## config.mk

```make
export PLATFORM = sky130hd
export DESIGN_NAME = psq_ctrl
export DESIGN_NICKNAME = d
export VERILOG_FILES = /design/src/design/psq_pkg.sv /design/src/design/psq_ctrl.sv
export SDC_FILE = /design/constraint.sdc
export NUM_CORES = 1
export LEC_CHECK = 0
export BUFFER_PORTS_ARGS = -buffer_cell sky130_fd_sc_hd__buf_2
export CAP_MARGIN = 20
export CORE_MARGIN = 2
export CORE_UTILIZATION = 25
export CTS_BUF_LIST = sky130_fd_sc_hd__clkbuf_16
export DETAILED_ROUTE_END_ITERATION = 12
export SLEW_MARGIN = 20
export SYNTH_ARGS = -nofsm -noshare
export SYNTH_HDL_FRONTEND = slang
export SYNTH_SLANG_ARGS = --single-unit
```

## constraint.sdc

```tcl
create_clock -name clock -period 5.7 [get_ports clock]
set_clock_uncertainty 0.1 [all_clocks]
set_input_delay 0.855 -clock clock [delete_from_list [all_inputs] [get_ports clock]]
set_output_delay 0.855 -clock clock [all_outputs]
set_load 0.02 [all_outputs]
```

## src/design/psq_pkg.sv

```systemverilog
// shared types and constants for the prime sieve query block
// no dependencies; used by the interfaces, the sequencer, the bitmap and the top level
`default_nettype none

package psq_pkg;

   // fixed field widths of the request and response
   localparam int LIMIT_W = 12;
   localparam int INDEX_W = 6;
   localparam int WORD_W  = 64;
   localparam int WORD_SH = 6;
   localparam int LIMIT_MAX = 4095;

   // base counter holds up to 64, numbers up to limit plus one base
   localparam int BASE_W = 7;
   localparam int SQ_W   = 2 * BASE_W;
   localparam int NUM_W  = LIMIT_W + 1;

   // bitmap command from the sequencer, address travels beside it
   typedef struct packed {
      logic              rd_en;
      logic              wr_en;
      logic              wr_value;
      logic [WORD_W-1:0] bit_mask;
   } mem_cmd_type;

   // one finished response word
   typedef struct packed {
      logic               valid;
      logic [INDEX_W-1:0] word_index;
      logic [WORD_W-1:0]  prime_mask;
      logic               last_word;
   } emit_type;

endpackage

`default_nettype wire

```

## src/design/psq_ctrl.sv

```systemverilog
// sieve sequencer: fill, base scan, strike and word readout around one shared adder
// depends on psq_pkg; drives psq_bitmap
`default_nettype none

module psq_ctrl #(
   parameter int SIEVE_SIZE = 4096
) (
   input  wire logic                                    clock,
   input  wire logic                                    reset,
   input  wire logic                                    req_valid,
   input  wire logic [psq_pkg::LIMIT_W-1:0]             req_limit,
   output logic                                         req_ready,
   input  wire logic                                    out_free,
   output psq_pkg::emit_type                            emit,
   output psq_pkg::mem_cmd_type                         mem_cmd,
   output logic [((SIEVE_SIZE/64 > 1) ? $clog2(SIEVE_SIZE/64) : 1)-1:0] mem_addr,
   input  wire logic [psq_pkg::WORD_W-1:0]              rd_data
);

   localparam int WordCount = SIEVE_SIZE / 64;
   localparam int WordAw    = (WordCount > 1) ? $clog2(WordCount) : 1;
   localparam int LimW      = psq_pkg::LIMIT_W;
   localparam int NumW      = psq_pkg::NUM_W;
   localparam int BaseW     = psq_pkg::BASE_W;
   localparam int SqW       = psq_pkg::SQ_W;
   localparam int WordW     = psq_pkg::WORD_W;
   localparam int IdxW      = psq_pkg::INDEX_W;
   localparam int WordSh    = psq_pkg::WORD_SH;
   localparam int MaxLimitInt =
      (SIEVE_SIZE - 1 < psq_pkg::LIMIT_MAX) ? SIEVE_SIZE - 1 : psq_pkg::LIMIT_MAX;
   localparam logic [LimW-1:0] MaxLimit = LimW'(MaxLimitInt);

   typedef enum logic [2:0] {
      IDLE,
      FILL,
      BASE_RD,
      BASE_CHK,
      BASE_INC,
      STRIKE,
      EMIT_RD,
      EMIT_WAIT
   } state_type;

   state_type          state_ff, state_in;
   logic [LimW-1:0]    lim_ff, lim_in;
   logic [LimW-1:0]    sieved_ff, sieved_in;
   logic [BaseW-1:0]   base_ff, base_in;
   logic [SqW-1:0]     sq_ff, sq_in;
   logic [NumW-1:0]    num_ff, num_in;
   logic [WordAw-1:0]  widx_ff, widx_in;

   logic [LimW-1:0]    sat_limit;
   logic [WordAw-1:0]  lim_word;
   logic [NumW-1:0]    add_a, add_b, add_sum;
   logic [WordW-1:0]   keep_mask;
   logic               last;

   // saturate the request limit to the store
   assign sat_limit = (req_limit > MaxLimit) ? MaxLimit : req_limit;
   assign lim_word  = WordAw'(lim_ff >> WordSh);
   assign last      = (widx_ff == lim_word);

   // shared adder: strike step, base increment or word counter
   always_comb begin
      case (state_ff)
         STRIKE: begin
            add_a = num_ff;
            add_b = NumW'(base_ff);
         end
         BASE_INC: begin
            add_a = NumW'(base_ff);
            add_b = NumW'(1);
         end
         default: begin
            add_a = NumW'(widx_ff);
            add_b = NumW'(1);
         end
      endcase
   end
   assign add_sum = add_a + add_b;

   // bits kept in the word being read out: within the limit, not 0 or 1
   always_comb begin
      keep_mask = '1;
      if (last) begin
         keep_mask = (WordW'(2) << lim_ff[WordSh-1:0]) - WordW'(1);
      end
      if (widx_ff == '0) begin
         keep_mask = keep_mask & ~WordW'(3);
      end
   end

   // sequencer next state
   always_comb begin
      state_in  = state_ff;
      lim_in    = lim_ff;
      sieved_in = sieved_ff;
      base_in   = base_ff;
      sq_in     = sq_ff;
      num_in    = num_ff;
      widx_in   = widx_ff;
      req_ready = 1'b0;
      mem_cmd   = '0;
      mem_addr  = widx_ff;
      emit      = '0;
      emit.word_index = IdxW'(widx_ff);
      emit.prime_mask = rd_data & keep_mask;
      emit.last_word  = last;

      unique case (state_ff)
         IDLE: begin
            req_ready = 1'b1;
            if (req_valid) begin
               lim_in  = sat_limit;
               widx_in = '0;
               if (sat_limit > sieved_ff) begin
                  sieved_in = sat_limit;
                  state_in  = FILL;
               end else begin
                  state_in = EMIT_RD;
               end
            end
         end
         FILL: begin
            mem_cmd.wr_en    = 1'b1;
            mem_cmd.wr_value = 1'b1;
            mem_cmd.bit_mask = '1;
            if (last) begin
               base_in  = BaseW'(2);
               state_in = BASE_RD;
            end else begin
               widx_in = WordAw'(add_sum);
            end
         end
         BASE_RD: begin
            mem_cmd.rd_en = 1'b1;
            mem_addr      = WordAw'(base_ff >> WordSh);
            sq_in         = SqW'(base_ff * base_ff);
            state_in      = BASE_CHK;
         end
         BASE_CHK: begin
            if (sq_ff > SqW'(lim_ff)) begin
               widx_in  = '0;
               state_in = EMIT_RD;
            end else if (rd_data[base_ff[WordSh-1:0]]) begin
               num_in   = NumW'(sq_ff);
               state_in = STRIKE;
            end else begin
               state_in = BASE_INC;
            end
         end
         BASE_INC: begin
            base_in  = BaseW'(add_sum);
            state_in = BASE_RD;
         end
         STRIKE: begin
            mem_cmd.wr_en    = 1'b1;
            mem_cmd.wr_value = 1'b0;
            mem_cmd.bit_mask = WordW'(1) << num_ff[WordSh-1:0];
            mem_addr         = WordAw'(num_ff >> WordSh);
            num_in           = add_sum;
            if (add_sum > NumW'(lim_ff)) begin
               state_in = BASE_INC;
            end
         end
         EMIT_RD: begin
            mem_cmd.rd_en = 1'b1;
            state_in      = EMIT_WAIT;
         end
         EMIT_WAIT: begin
            if (out_free) begin
               emit.valid = 1'b1;
               if (last) begin
                  state_in = IDLE;
               end else begin
                  widx_in  = WordAw'(add_sum);
                  state_in = EMIT_RD;
               end
            end
         end
         default: begin
            state_in = IDLE;
         end
      endcase
   end

   // state and working registers
   always_ff @(posedge clock) begin
      if (reset) begin
         state_ff  <= IDLE;
         sieved_ff <= '0;
      end else begin
         state_ff  <= state_in;
         sieved_ff <= sieved_in;
      end
      lim_ff  <= lim_in;
      base_ff <= base_in;
      sq_ff   <= sq_in;
      num_ff  <= num_in;
      widx_ff <= widx_in;
   end

endmodule

`default_nettype wire

```

# Word level (Yosys, flattened, before mapping)
# Cells that the tools add are included.
# word_totals
reg_bits	67
inputBits	80
# classes
addsub	2
mul	1
n_lt_le_gt_ge	5
eq_ne	15
shifts	2
n_mux	32
bitwise	1
n_reduce_logical	12
# ops
cell	count
one-hot mux 66 bit (2 select lines)	1
bitwise AND 64 bit	1
two-way mux 64 bit	1
<< shifter 1 x 6 -> 64 bit, first input constant	1
<< shifter 2 x 6 -> 64 bit, first input constant	1
subtractor 64 x 2 -> 64 bit, second input constant	1
one-hot mux 13 bit (2 select lines)	2
two-way mux 13 bit	2
two-way mux 6 bit	4
one-hot mux 3 bit (8 select lines)	1
one-hot mux 6 bit (4 select lines)	1
two-way mux 3 bit	6
greater-than comparator 14 x 12 -> 1 bit	1
multiplier 7 x 7 -> 14 bit	1
two-way mux 7 bit	2
inequality test 2 bit, second input constant	7
one-hot mux 7 bit (2 select lines)	1
adder 13 bit	1
greater-than comparator 13 x 12 -> 1 bit	1
== test 3 bit, second input constant	4
greater-than comparator 12 bit	1
greater-than comparator 12 bit, second input constant	1
two-way mux 12 bit	1
one-hot mux 6 bit (2 select lines)	1
other kinds (15)	26

# Longest topological paths before layout
# Gate-level depths: netlist of the first run.
# logic_depth
word_depth	6
ltp_mapped	22
ltp_nobuf	20

# Worst setup path before layout of the first run
# Ideal clock, no wire load.
# synth_timing
kind	register to register
startpoint	register base_ff[1]
endpoint	register sq_ff[12], data pin
t_arrival_ps	4663
slack_ps	679
path_stages_with_launch	18
period_less_slack_ps	5021
cell_sequence	edfxtp_1 > clkbuf_1 > clkbuf_1 > clkbuf_1 > and2_1 > fa_1 > inv_1 > fa_1 > fa_1 > inv_1 > fa_1 > ha_1 > inv_1 > o21bai_1 > a2111o_1 > a31o_2 > a21oi_1 > xnor2_1
# synth_between
elab_chain_len	1
# synth_lines
element	line	rtl
from (decl)	psq_ctrl.sv:47	logic [BaseW-1:0] base_ff, base_in;
from (signal assigned)	psq_ctrl.sv:197	base_ff <= base_in;
multiplier 7 x 7 -> 14 bit	psq_ctrl.sv:138	sq_in = SqW'(base_ff * base_ff);
to (signal assigned)	psq_ctrl.sv:198	sq_ff <= sq_in;
to (decl)	psq_ctrl.sv:48	logic [SqW-1:0] sq_ff, sq_in;
# Every way passes these cells.
# A chain may end at the register's enable or synchronous reset.

# Worst setup path in the final report of the first run
# layout_timing
startpoint	register state_ff[2]
endpoint	register state_ff[2]
# layout_between
elab_chain_len	6
word_cells_on_any_way	18
classes_between	add/sub (1); order compare (1); eq/ne (11); mux (3); reduce/logical (2)
# layout_lines
element	line	rtl
from (decl)	psq_ctrl.sv:44	state_type state_ff, state_in;
from (signal assigned)	psq_ctrl.sv:193	state_ff <= state_in;
== test 3 bit	psq_ctrl.sv:65, psq_ctrl.sv:110	
one-hot mux 13 bit (2 select lines) or two-way mux 7 bit (tied branches)	psq_ctrl.sv:65	case (state_ff)
adder 13 bit	psq_ctrl.sv:80	assign add_sum = add_a + add_b;
greater-than comparator 13 x 12 -> 1 bit	psq_ctrl.sv:162	if (add_sum > NumW'(lim_ff)) begin
inequality test 2 bit (no line)	n/a	
AND reduction 4 bit (no line)	n/a	
# Parallel ways exist; a longest one is shown, timed or not.

==> impl_table.tex, run 1 <==
\begin{tabular}{lr}
\hline
Metric & Value \\
\hline
\multicolumn{2}{l}{\textbf{CTS}} \\
\quad Clock H-tree levels & 3 \\
\quad Clock transition at the registers of the reported paths & 0.06 ns \\
\quad TritonCTS Buffers & 9 \\
\quad TritonCTS clock tree & done \\
\quad Clock sink count & 66 \\
\quad Clk Tree Root Cell & clkbuf\_16 \\
\quad Clock Path Buffers & 2 \\
\quad Worst-Skew Late Latency & 0.34 ns \\
\quad Post-CTS Hold Fix Bufs & 0 \\
\quad Resized cells post-CTS & 0 \\
\quad Post-CTS Setup Repair Bufs & 0 \\
\multicolumn{2}{l}{\textbf{Synthesis}} \\
\quad Count of yosys warnings during synthesis & 0 \\
\quad Number of flops mapped to enable cells by yosys & 51 \\
\quad Cell type with the highest aggregate area in the netlist & edfxtp\_1 \\
\quad Synthesis-stage register bit count & 66 \\
\quad Mapped Cells & 1012 \\
\quad Cell types with the largest area share after synthesis & edfxtp\_1 (19\%), ha\_1 (11\%), o21ai\_0 (7.4\%) \\
\quad Share of Yosys cell area claimed by the top area cell type & 19.4\% \\
\quad Most instantiated flip-flop cell in the synthesis netlist & edfxtp\_1 \\
\quad Total standard cell area after synthesis & 7910 µm² \\
\quad Top cells by count, synth & o21ai\_0 (117), nor2\_1 (102), nand2\_1 (99), inv\_1 (69), ha\_1 (67) \\
\quad Library cell with the highest instance count after synthesis & o21ai\_0 \\
\quad Net count of the mapped netlist & 1175 \\
\quad Unique cell type count in the Yosys netlist & 66 \\
\quad Synth async-reset ratio & 0\% \\
\quad Sequential cell area fraction in the yosys report & 23.2\% \\
\quad Synthesized area divided by synthesized cell count & 7.82 µm² \\
\multicolumn{2}{l}{\textbf{Timing}} \\
\quad Sum Neg Setup Slack & 0 ns \\
\quad Worst hold slack across all endpoints & 0.395 ns \\
\quad Tmin final & 5.04 ns \\
\quad Max Clk Rate & 0.199 GHz \\
\quad Final setup fails & 0 \\
\quad Share of the clock period used by the worst path & 88.4\% \\
\quad Worst slew margin relative to its limit & 42.2\% \\
\quad Count of pins over their slew limit & 0 \\
\quad Number of endpoints with negative hold slack in the final report & 0 \\
\quad Setup slack of the critical path after layout & 0.663 ns \\
\quad Pin slew with the least headroom to its limit & 0.862 ns \\
\quad Unrepaired setup endpoints after global routing & false \\
\multicolumn{2}{l}{\textbf{Worst hold path}} \\
\quad Terminating pin of the worst hold path & sieved\_ff[11] \\
\quad Hold\_sp & sieved\_ff[11] \\
\quad Hold WC Path Type & reg -> reg \\
\quad Hold Crit Depth & 2 \\
\multicolumn{2}{l}{\textbf{Detailed routing}} \\
\quad Vias per inst & 5.29 \\
\quad DRC Markers & 0 \\
\quad Wire length after detailed routing & 31000 µm \\
\quad Violation count after the first detailed-routing iteration & 636 \\
\quad Antenna Violating Nets Remaining & 0 \\
\quad Post-detailed-route wirelength per cell & 19.4 µm \\
\quad Number of search-and-repair iterations in the first detailed-routing pass & 5 \\
\quad Overall via count from detail\_route & 8469 \\
\multicolumn{2}{l}{\textbf{Run}} \\
\quad Max-cap viol count & 0 \\
\multicolumn{2}{l}{\textbf{Setup path}} \\
\quad Most Frequent Cell on Critical Path & nor2\_1 \\
\quad Worst path buffer plus inverter count & 3 \\
\quad Crit path DAT & 5.19 ns \\
\quad Cell-by-cell trace of the critical path & clkinv\_1, nor2\_1, buf\_4, nor2\_1, a21oi\_1, inv\_1, fa\_1, nor2b\_1, o31a\_1, o21bai\_1, nor3b\_1, xnor2\_1, nor2\_1, ha\_1, a2111oi\_0, o21ai\_0, nor2\_1, a22oi\_1, o221a\_2, a221oi\_1 \\
\quad Top delay family on crit path & compound AO/OA/AOI/OAI gates \\
\quad Startpoint of the worst-slack reg-to-reg timing path & state\_ff[2] \\
\quad Maximum cell stage delay along the critical path & 0.70 ns \\
\quad Critical-path top delay cell & dfxtp\_1 \\
\quad Critical path endpoint category & flip-flop \\
\quad Biggest fanout along the worst timing path & 18 \\
\quad Type of the worst setup path & reg -> reg \\
\quad Crit start category & flip-flop \\
\quad Worst r2r dst & state\_ff[2] \\
\quad R2R Setup Slk & 0.66 ns \\
\quad Data required time at the worst endpoint & 5.85 ns \\
\quad R2R depth & 20 \\
\multicolumn{2}{l}{\textbf{Power}} \\
\quad Net Sw Frac & 54.4\% \\
\quad Maximum VDD drop & 0.277 mV \\
\quad Psw & 2980 µW \\
\quad Part of the power in the clock network & 8.9\% \\
\quad Sequential Power Share & 17.9\% \\
\quad Design Power & 5480 µW \\
\quad Leakage power figure & 0.00439 µW \\
\quad Power density over cell area & 568 nW/µm² \\
\quad Internal power & 2500 µW \\
\quad Part of the power in combinational logic & 73.2\% \\
\multicolumn{2}{l}{\textbf{GRT}} \\
\quad Largest net degree at the start of global routing & 67 \\
\quad Global-route wire length before repair & 47400 µm \\
\quad Total Routing Usage GR & 18.4\% \\
\quad Number of antenna violations at the first check in global routing & 3 \\
\quad Via count of the first global-routing pass & 8152 \\
\quad Leftover overflow at the end of global routing & 0 \\
\multicolumn{2}{l}{\textbf{Cells and area}} \\
\quad Finished Layout Cells & 1600 \\
\quad Number of nets in the layout & 1356 \\
\quad Share of cells above drive strength 1 & 23.8\% \\
\quad Antenna cell count & 0 \\
\quad Area Overhead vs Synth & 21.8\% \\
\multicolumn{2}{l}{\textbf{Place}} \\
\quad Dpl cells & 1584 \\
\quad Gpl congestion & 0.935 \\
\quad IO Port Bufs & 225 \\
\quad Post-place setup slack & 0.744 ns \\
\quad Placed wire-length estimate & 24900 µm \\
\multicolumn{2}{l}{\textbf{Floorplan}} \\
\quad Chip width & 182 µm \\
\quad Row count & 65 \\
\quad I/O Pins & 226 \\
\quad Die Ht & 182 µm \\
\quad Starting density of the core & 25.2\% \\
\quad Die Footprint & 33100 µm² \\
\quad Core region area & 31400 µm² \\
\multicolumn{2}{l}{\textbf{Run status}} \\
\quad Run status & completed \\
\hline
\end{tabular}
how the worst max path moves through the flow:
stage                     slack, ns           to  cells after the start        start
after detailed placement       0.74  state_ff[2]                     20  state_ff[2]
after CTS                      0.74  state_ff[2]                     20  state_ff[2]
after global routing           0.17  state_ff[2]                     20  state_ff[2]
after floorplan                0.68    sq_ff[12]                     17   base_ff[1]
final                          0.66  state_ff[2]                     20  state_ff[2]
after global placement         1.01    sq_ff[12]                     14   base_ff[5]
power groups by stage:
stage               Combinational [µW]  Sequential [µW]  Clock, µW
global route                      4410              994        513
floorplan                         2810              882          0
finish                            4010              981        485
CTS                               4000              970        492
global placement                  3940              975          0
detailed placement                3980              978          0
tightest hold or removal path, delay by kind of cell, from the launching register on:
family	cells	cell delay, ns
muxes	1	0.07
DFF	1	0.32
and+or+nand+nor	1	0.07
per-stage QoR:
| stage | instance area [µm²] | util, % |
|---|---|---|
| after global placement | 9380 | 29.9 |
| after detailed placement | 9380 | 29.9 |
| after floorplan | 7910 | - |
| after CTS | 9640 | 30.7 |
| final | 9640 | 30.7 |
| after global routing | 9640 | 30.7 |
kinds of logic (layout without fill, tap and decap cells):
kind of cell / Yosys count / in the layout / share of synthesized area, %
AND/OR/NAND/NOR: 332 / 332 / 19.5
AO/OA/AOI/OAI: 302 / 302 / 23.7
buffers and inverters: 149 / 335 / 7.42
adder cells (fa/ha/maj): 83 / 83 / 14.6
flip-flops: 66 / 66 / 23.2
multiplexers: 42 / 42 / 7.37
XOR/XNOR: 38 / 38 / 4.21
layout by cell type (no fill, tap or decap), drive strengths merged, types with 20 or more instances in the layout:
| cell type | n |
|---|---|
| a21boi | 29 |
| a21oi | 58 |
| and2 | 20 |
| buf | 246 |
| edfxtp | 51 |
| ha | 67 |
| inv | 70 |
| mux2i | 23 |
| nand2 | 99 |
| nand3 | 20 |
| nor2 | 102 |
| nor2b | 20 |
| o21ai | 117 |
routing by layer:
metal	share of wire (%)	vias to the layer above	GRT usage, %
li1	-	3956	-
met5	0.068	-	0
met2	47	374	30.8
met3	7.2	63	3.67
met1	43	4072	23.5
met4	3.2	4	7.00
sequential cells by signal, indices dropped and copies added (netlist names):
register	count
sq_ff	13
state_ff	3
widx_ff	6
sieved_ff	12
lim_ff	12
num_ff	13
base_ff	7
final cells by class:
| class | count | area, µm² |
|---|---|---|
| clock buffer | 9 | 225 |
| timing repair buffer | 246 | 1280 |
| tap | 402 | 503 |
| inverter | 73 | 274 |
| fill | 3393 | 21800 |
| clock inverter | 7 | 27.5 |
| multi-input combinational | 797 | 5490 |
| sequential | 66 | 1830 |
No activity file was read; power rests on OpenSTA's default activity.
==> inputs of run 2 (changes only) <==
- CELL_PAD_IN_SITES_DETAIL_PLACEMENT: default -> 1
- CELL_PAD_IN_SITES_GLOBAL_PLACEMENT: default -> 1
- CORE_UTILIZATION: 25 -> 39
- PLACE_DENSITY_LB_ADDON: default -> 0.1
- REMOVE_ABC_BUFFERS: default -> 1
==> run 2 against run 1 <==
  * Combinational power is 3% higher
  * Via count is 1.3% lower
  * Cell count is 8.2% lower
  * Critical path depth is 5 lower
  * First-iteration DRC count is 18% lower
  * Non-clock buffer count is 1 higher
  * Critical path type unchanged
  * Largest power group unchanged
==> impl_table.tex, run 2 (synthesized netlist as in run 1, its figures left out) <==
\begin{tabular}{lr}
\hline
Metric & Value \\
\hline
\multicolumn{2}{l}{\textbf{Run status}} \\
\quad Run status & completed \\
\multicolumn{2}{l}{\textbf{Power}} \\
\quad Sequential Power Share & 17.4\% \\
\quad Internal power & 2530 µW \\
\quad Part of the power in the clock network & 9.0\% \\
\quad Psw & 3100 µW \\
\quad Power density over cell area & 593 nW/µm² \\
\quad Leakage power figure & 0.00441 µW \\
\quad Design Power & 5620 µW \\
\quad Net Sw Frac & 55.0\% \\
\quad Part of the power in combinational logic & 73.6\% \\
\quad Maximum VDD drop & 0.565 mV \\
\multicolumn{2}{l}{\textbf{Place}} \\
\quad Dpl cells & 1452 \\
\quad Placed wire-length estimate & 26100 µm \\
\quad Gpl congestion & 0.985 \\
\quad IO Port Bufs & 225 \\
\multicolumn{2}{l}{\textbf{Timing}} \\
\quad Pin slew with the least headroom to its limit & 0.906 ns \\
\quad Count of pins over their slew limit & 0 \\
\quad Share of the clock period used by the worst path & 84.8\% \\
\quad Number of endpoints with negative hold slack in the final report & 0 \\
\quad Final setup fails & 0 \\
\quad Unrepaired setup endpoints after global routing & false \\
\quad Worst hold slack across all endpoints & 0.393 ns \\
\quad Worst slew margin relative to its limit & 39.2\% \\
\quad Tmin final & 4.84 ns \\
\quad Sum Neg Setup Slack & 0 ns \\
\quad Max Clk Rate & 0.207 GHz \\
\multicolumn{2}{l}{\textbf{CTS}} \\
\quad Post-CTS Setup Repair Bufs & 0 \\
\quad Post-CTS Hold Fix Bufs & 0 \\
\quad Clock H-tree levels & 3 \\
\quad Clock sink count & 66 \\
\quad Clock Path Buffers & 2 \\
\quad Clk Tree Root Cell & clkbuf\_16 \\
\quad Worst-Skew Late Latency & 0.35 ns \\
\quad TritonCTS clock tree & done \\
\quad Clock transition at the registers of the reported paths & 0.06 ns \\
\quad TritonCTS Buffers & 9 \\
\quad Resized cells post-CTS & 0 \\
\multicolumn{2}{l}{\textbf{Cells and area}} \\
\quad Finished Layout Cells & 1469 \\
\quad Area taken by multi-input logic gates & 5490 µm² \\
\quad Most common cell after layout, fill and taps aside & buf\_2 \\
\quad Share of cells above drive strength 1 & 24.0\% \\
\quad Antenna cell count & 0 \\
\quad Number of nets in the layout & 1357 \\
\quad Top flop regs & num\_ff (13), sq\_ff (13) \\
\quad Reg area & 1830 µm² \\
\quad Leading cell types in the layout, fill and taps excluded & buf\_2 (226), o21ai\_0 (117), nor2\_1 (102) \\
\quad \# fillers & 2567 \\
\quad Area Overhead vs Synth & 19.8\% \\
\multicolumn{2}{l}{\textbf{Detailed routing}} \\
\quad Vias per inst & 5.69 \\
\quad DRC Markers & 0 \\
\quad Post-detailed-route wirelength per cell & 22.4 µm \\
\quad Wire length after detailed routing & 32900 µm \\
\quad Overall via count from detail\_route & 8361 \\
\quad Number of search-and-repair iterations in the first detailed-routing pass & 5 \\
\quad Violation count after the first detailed-routing iteration & 519 \\
\quad Antenna Violating Nets Remaining & 0 \\
\multicolumn{2}{l}{\textbf{GRT}} \\
\quad Leftover overflow at the end of global routing & 0 \\
\quad Via count of the first global-routing pass & 8445 \\
\quad Number of antenna violations at the first check in global routing & 0 \\
\quad Global-route wire length before repair & 49900 µm \\
\quad Total Routing Usage GR & 30.1\% \\
\quad Largest net degree at the start of global routing & 67 \\
\multicolumn{2}{l}{\textbf{Floorplan}} \\
\quad Die Ht & 146 µm \\
\quad Row count & 52 \\
\quad Core region area & 20000 µm² \\
\quad Chip width & 146 µm \\
\quad Die Footprint & 21400 µm² \\
\quad I/O Pins & 226 \\
\quad Starting density of the core & 39.5\% \\
\multicolumn{2}{l}{\textbf{Run}} \\
\quad Max-cap viol count & 0 \\
\multicolumn{2}{l}{\textbf{Setup path}} \\
\quad Worst r2r dst & sq\_ff[12] \\
\quad Crit path DAT & 4.83 ns \\
\quad Startpoint of the worst-slack reg-to-reg timing path & base\_ff[4] \\
\quad Biggest fanout along the worst timing path & 10 \\
\quad Type of the worst setup path & reg -> reg \\
\quad R2R depth & 15 \\
\quad Critical path endpoint category & flip-flop \\
\quad Crit start category & flip-flop \\
\quad Data required time at the worst endpoint & 5.69 ns \\
\quad R2R Setup Slk & 0.86 ns \\
\multicolumn{2}{l}{\textbf{Worst hold path}} \\
\quad Hold Crit Depth & 2 \\
\quad Terminating pin of the worst hold path & sieved\_ff[4] \\
\quad Hold\_sp & sieved\_ff[4] \\
\quad Hold WC Path Type & reg -> reg \\
\hline
\end{tabular}
## run 2: cell count changes in the layout (fill, tap and decap cells not counted), sizes merged
cell,before,now
clkinv,10,6
inv,70,74
buf,246,247
## run 2: through the flow
step	worst slack, ns	instance area, µm²	utilization, %
CTS	0.859	9470	47.3
floorplan	0.730	7600	-
global placement	1.02	9220	46.0
global route	0.607	9480	47.3
finish	0.865	9480	47.3
detailed placement	0.883	9220	46.0
## run 2: worst max-delay path by stage
stage                           start           to  slack (ns)  cells after the start
after floorplan            base_ff[0]    sq_ff[12]        0.73                     14
after global placement     base_ff[6]    sq_ff[12]        1.02                     14
after detailed placement   base_ff[3]    sq_ff[12]        0.88                     16
final                      base_ff[4]    sq_ff[12]        0.86                     15
after global routing      state_ff[2]  state_ff[2]        0.61                     20
after CTS                  base_ff[3]    sq_ff[12]        0.86                     16
## run 2: power by group through the flow
stage | Clock [µW] | Sequential, µW | Combinational (µW)
global route | 529 | 995 | 4550
detailed placement | 0 | 984 | 4090
global placement | 0 | 981 | 4010
floorplan | 0 | 983 | 2640
CTS | 511 | 975 | 4140
finish | 507 | 976 | 4140
## run 2: cell type report
class | instances | area share [%]
multi-input cells | 797 | 57.9
repair buffers | 247 | 13.6
clock inverters | 7 | 0.317
clock buffers | 9 | 2.38
well taps | 270 | 3.56
inverters | 73 | 2.89
flip-flops and latches | 66 | 19.3
## run 2: worst max-delay path: stages, from the launching register on
cell and delay [ns]:
edfxtp_1 0.54, inv_1 0.16, nor2_1 0.25, fa_1 0.46
inv_1 0.11, fa_1 0.42, fa_1 0.55, inv_1 0.06
fa_1 0.47, ha_1 0.38, inv_1 0.08, o21bai_1 0.09
a2111o_1 0.44, a31o_2 0.24, a21oi_1 0.17, xnor2_1 0.08
## run 2: metal layers
layer / global-route usage [%] / share of wire [%]
met1: 38.7 / 43
met2: 50.5 / 47
met3: 5.53 / 6.1
met4: 11.2 / 3.4
met5: 0 / 0
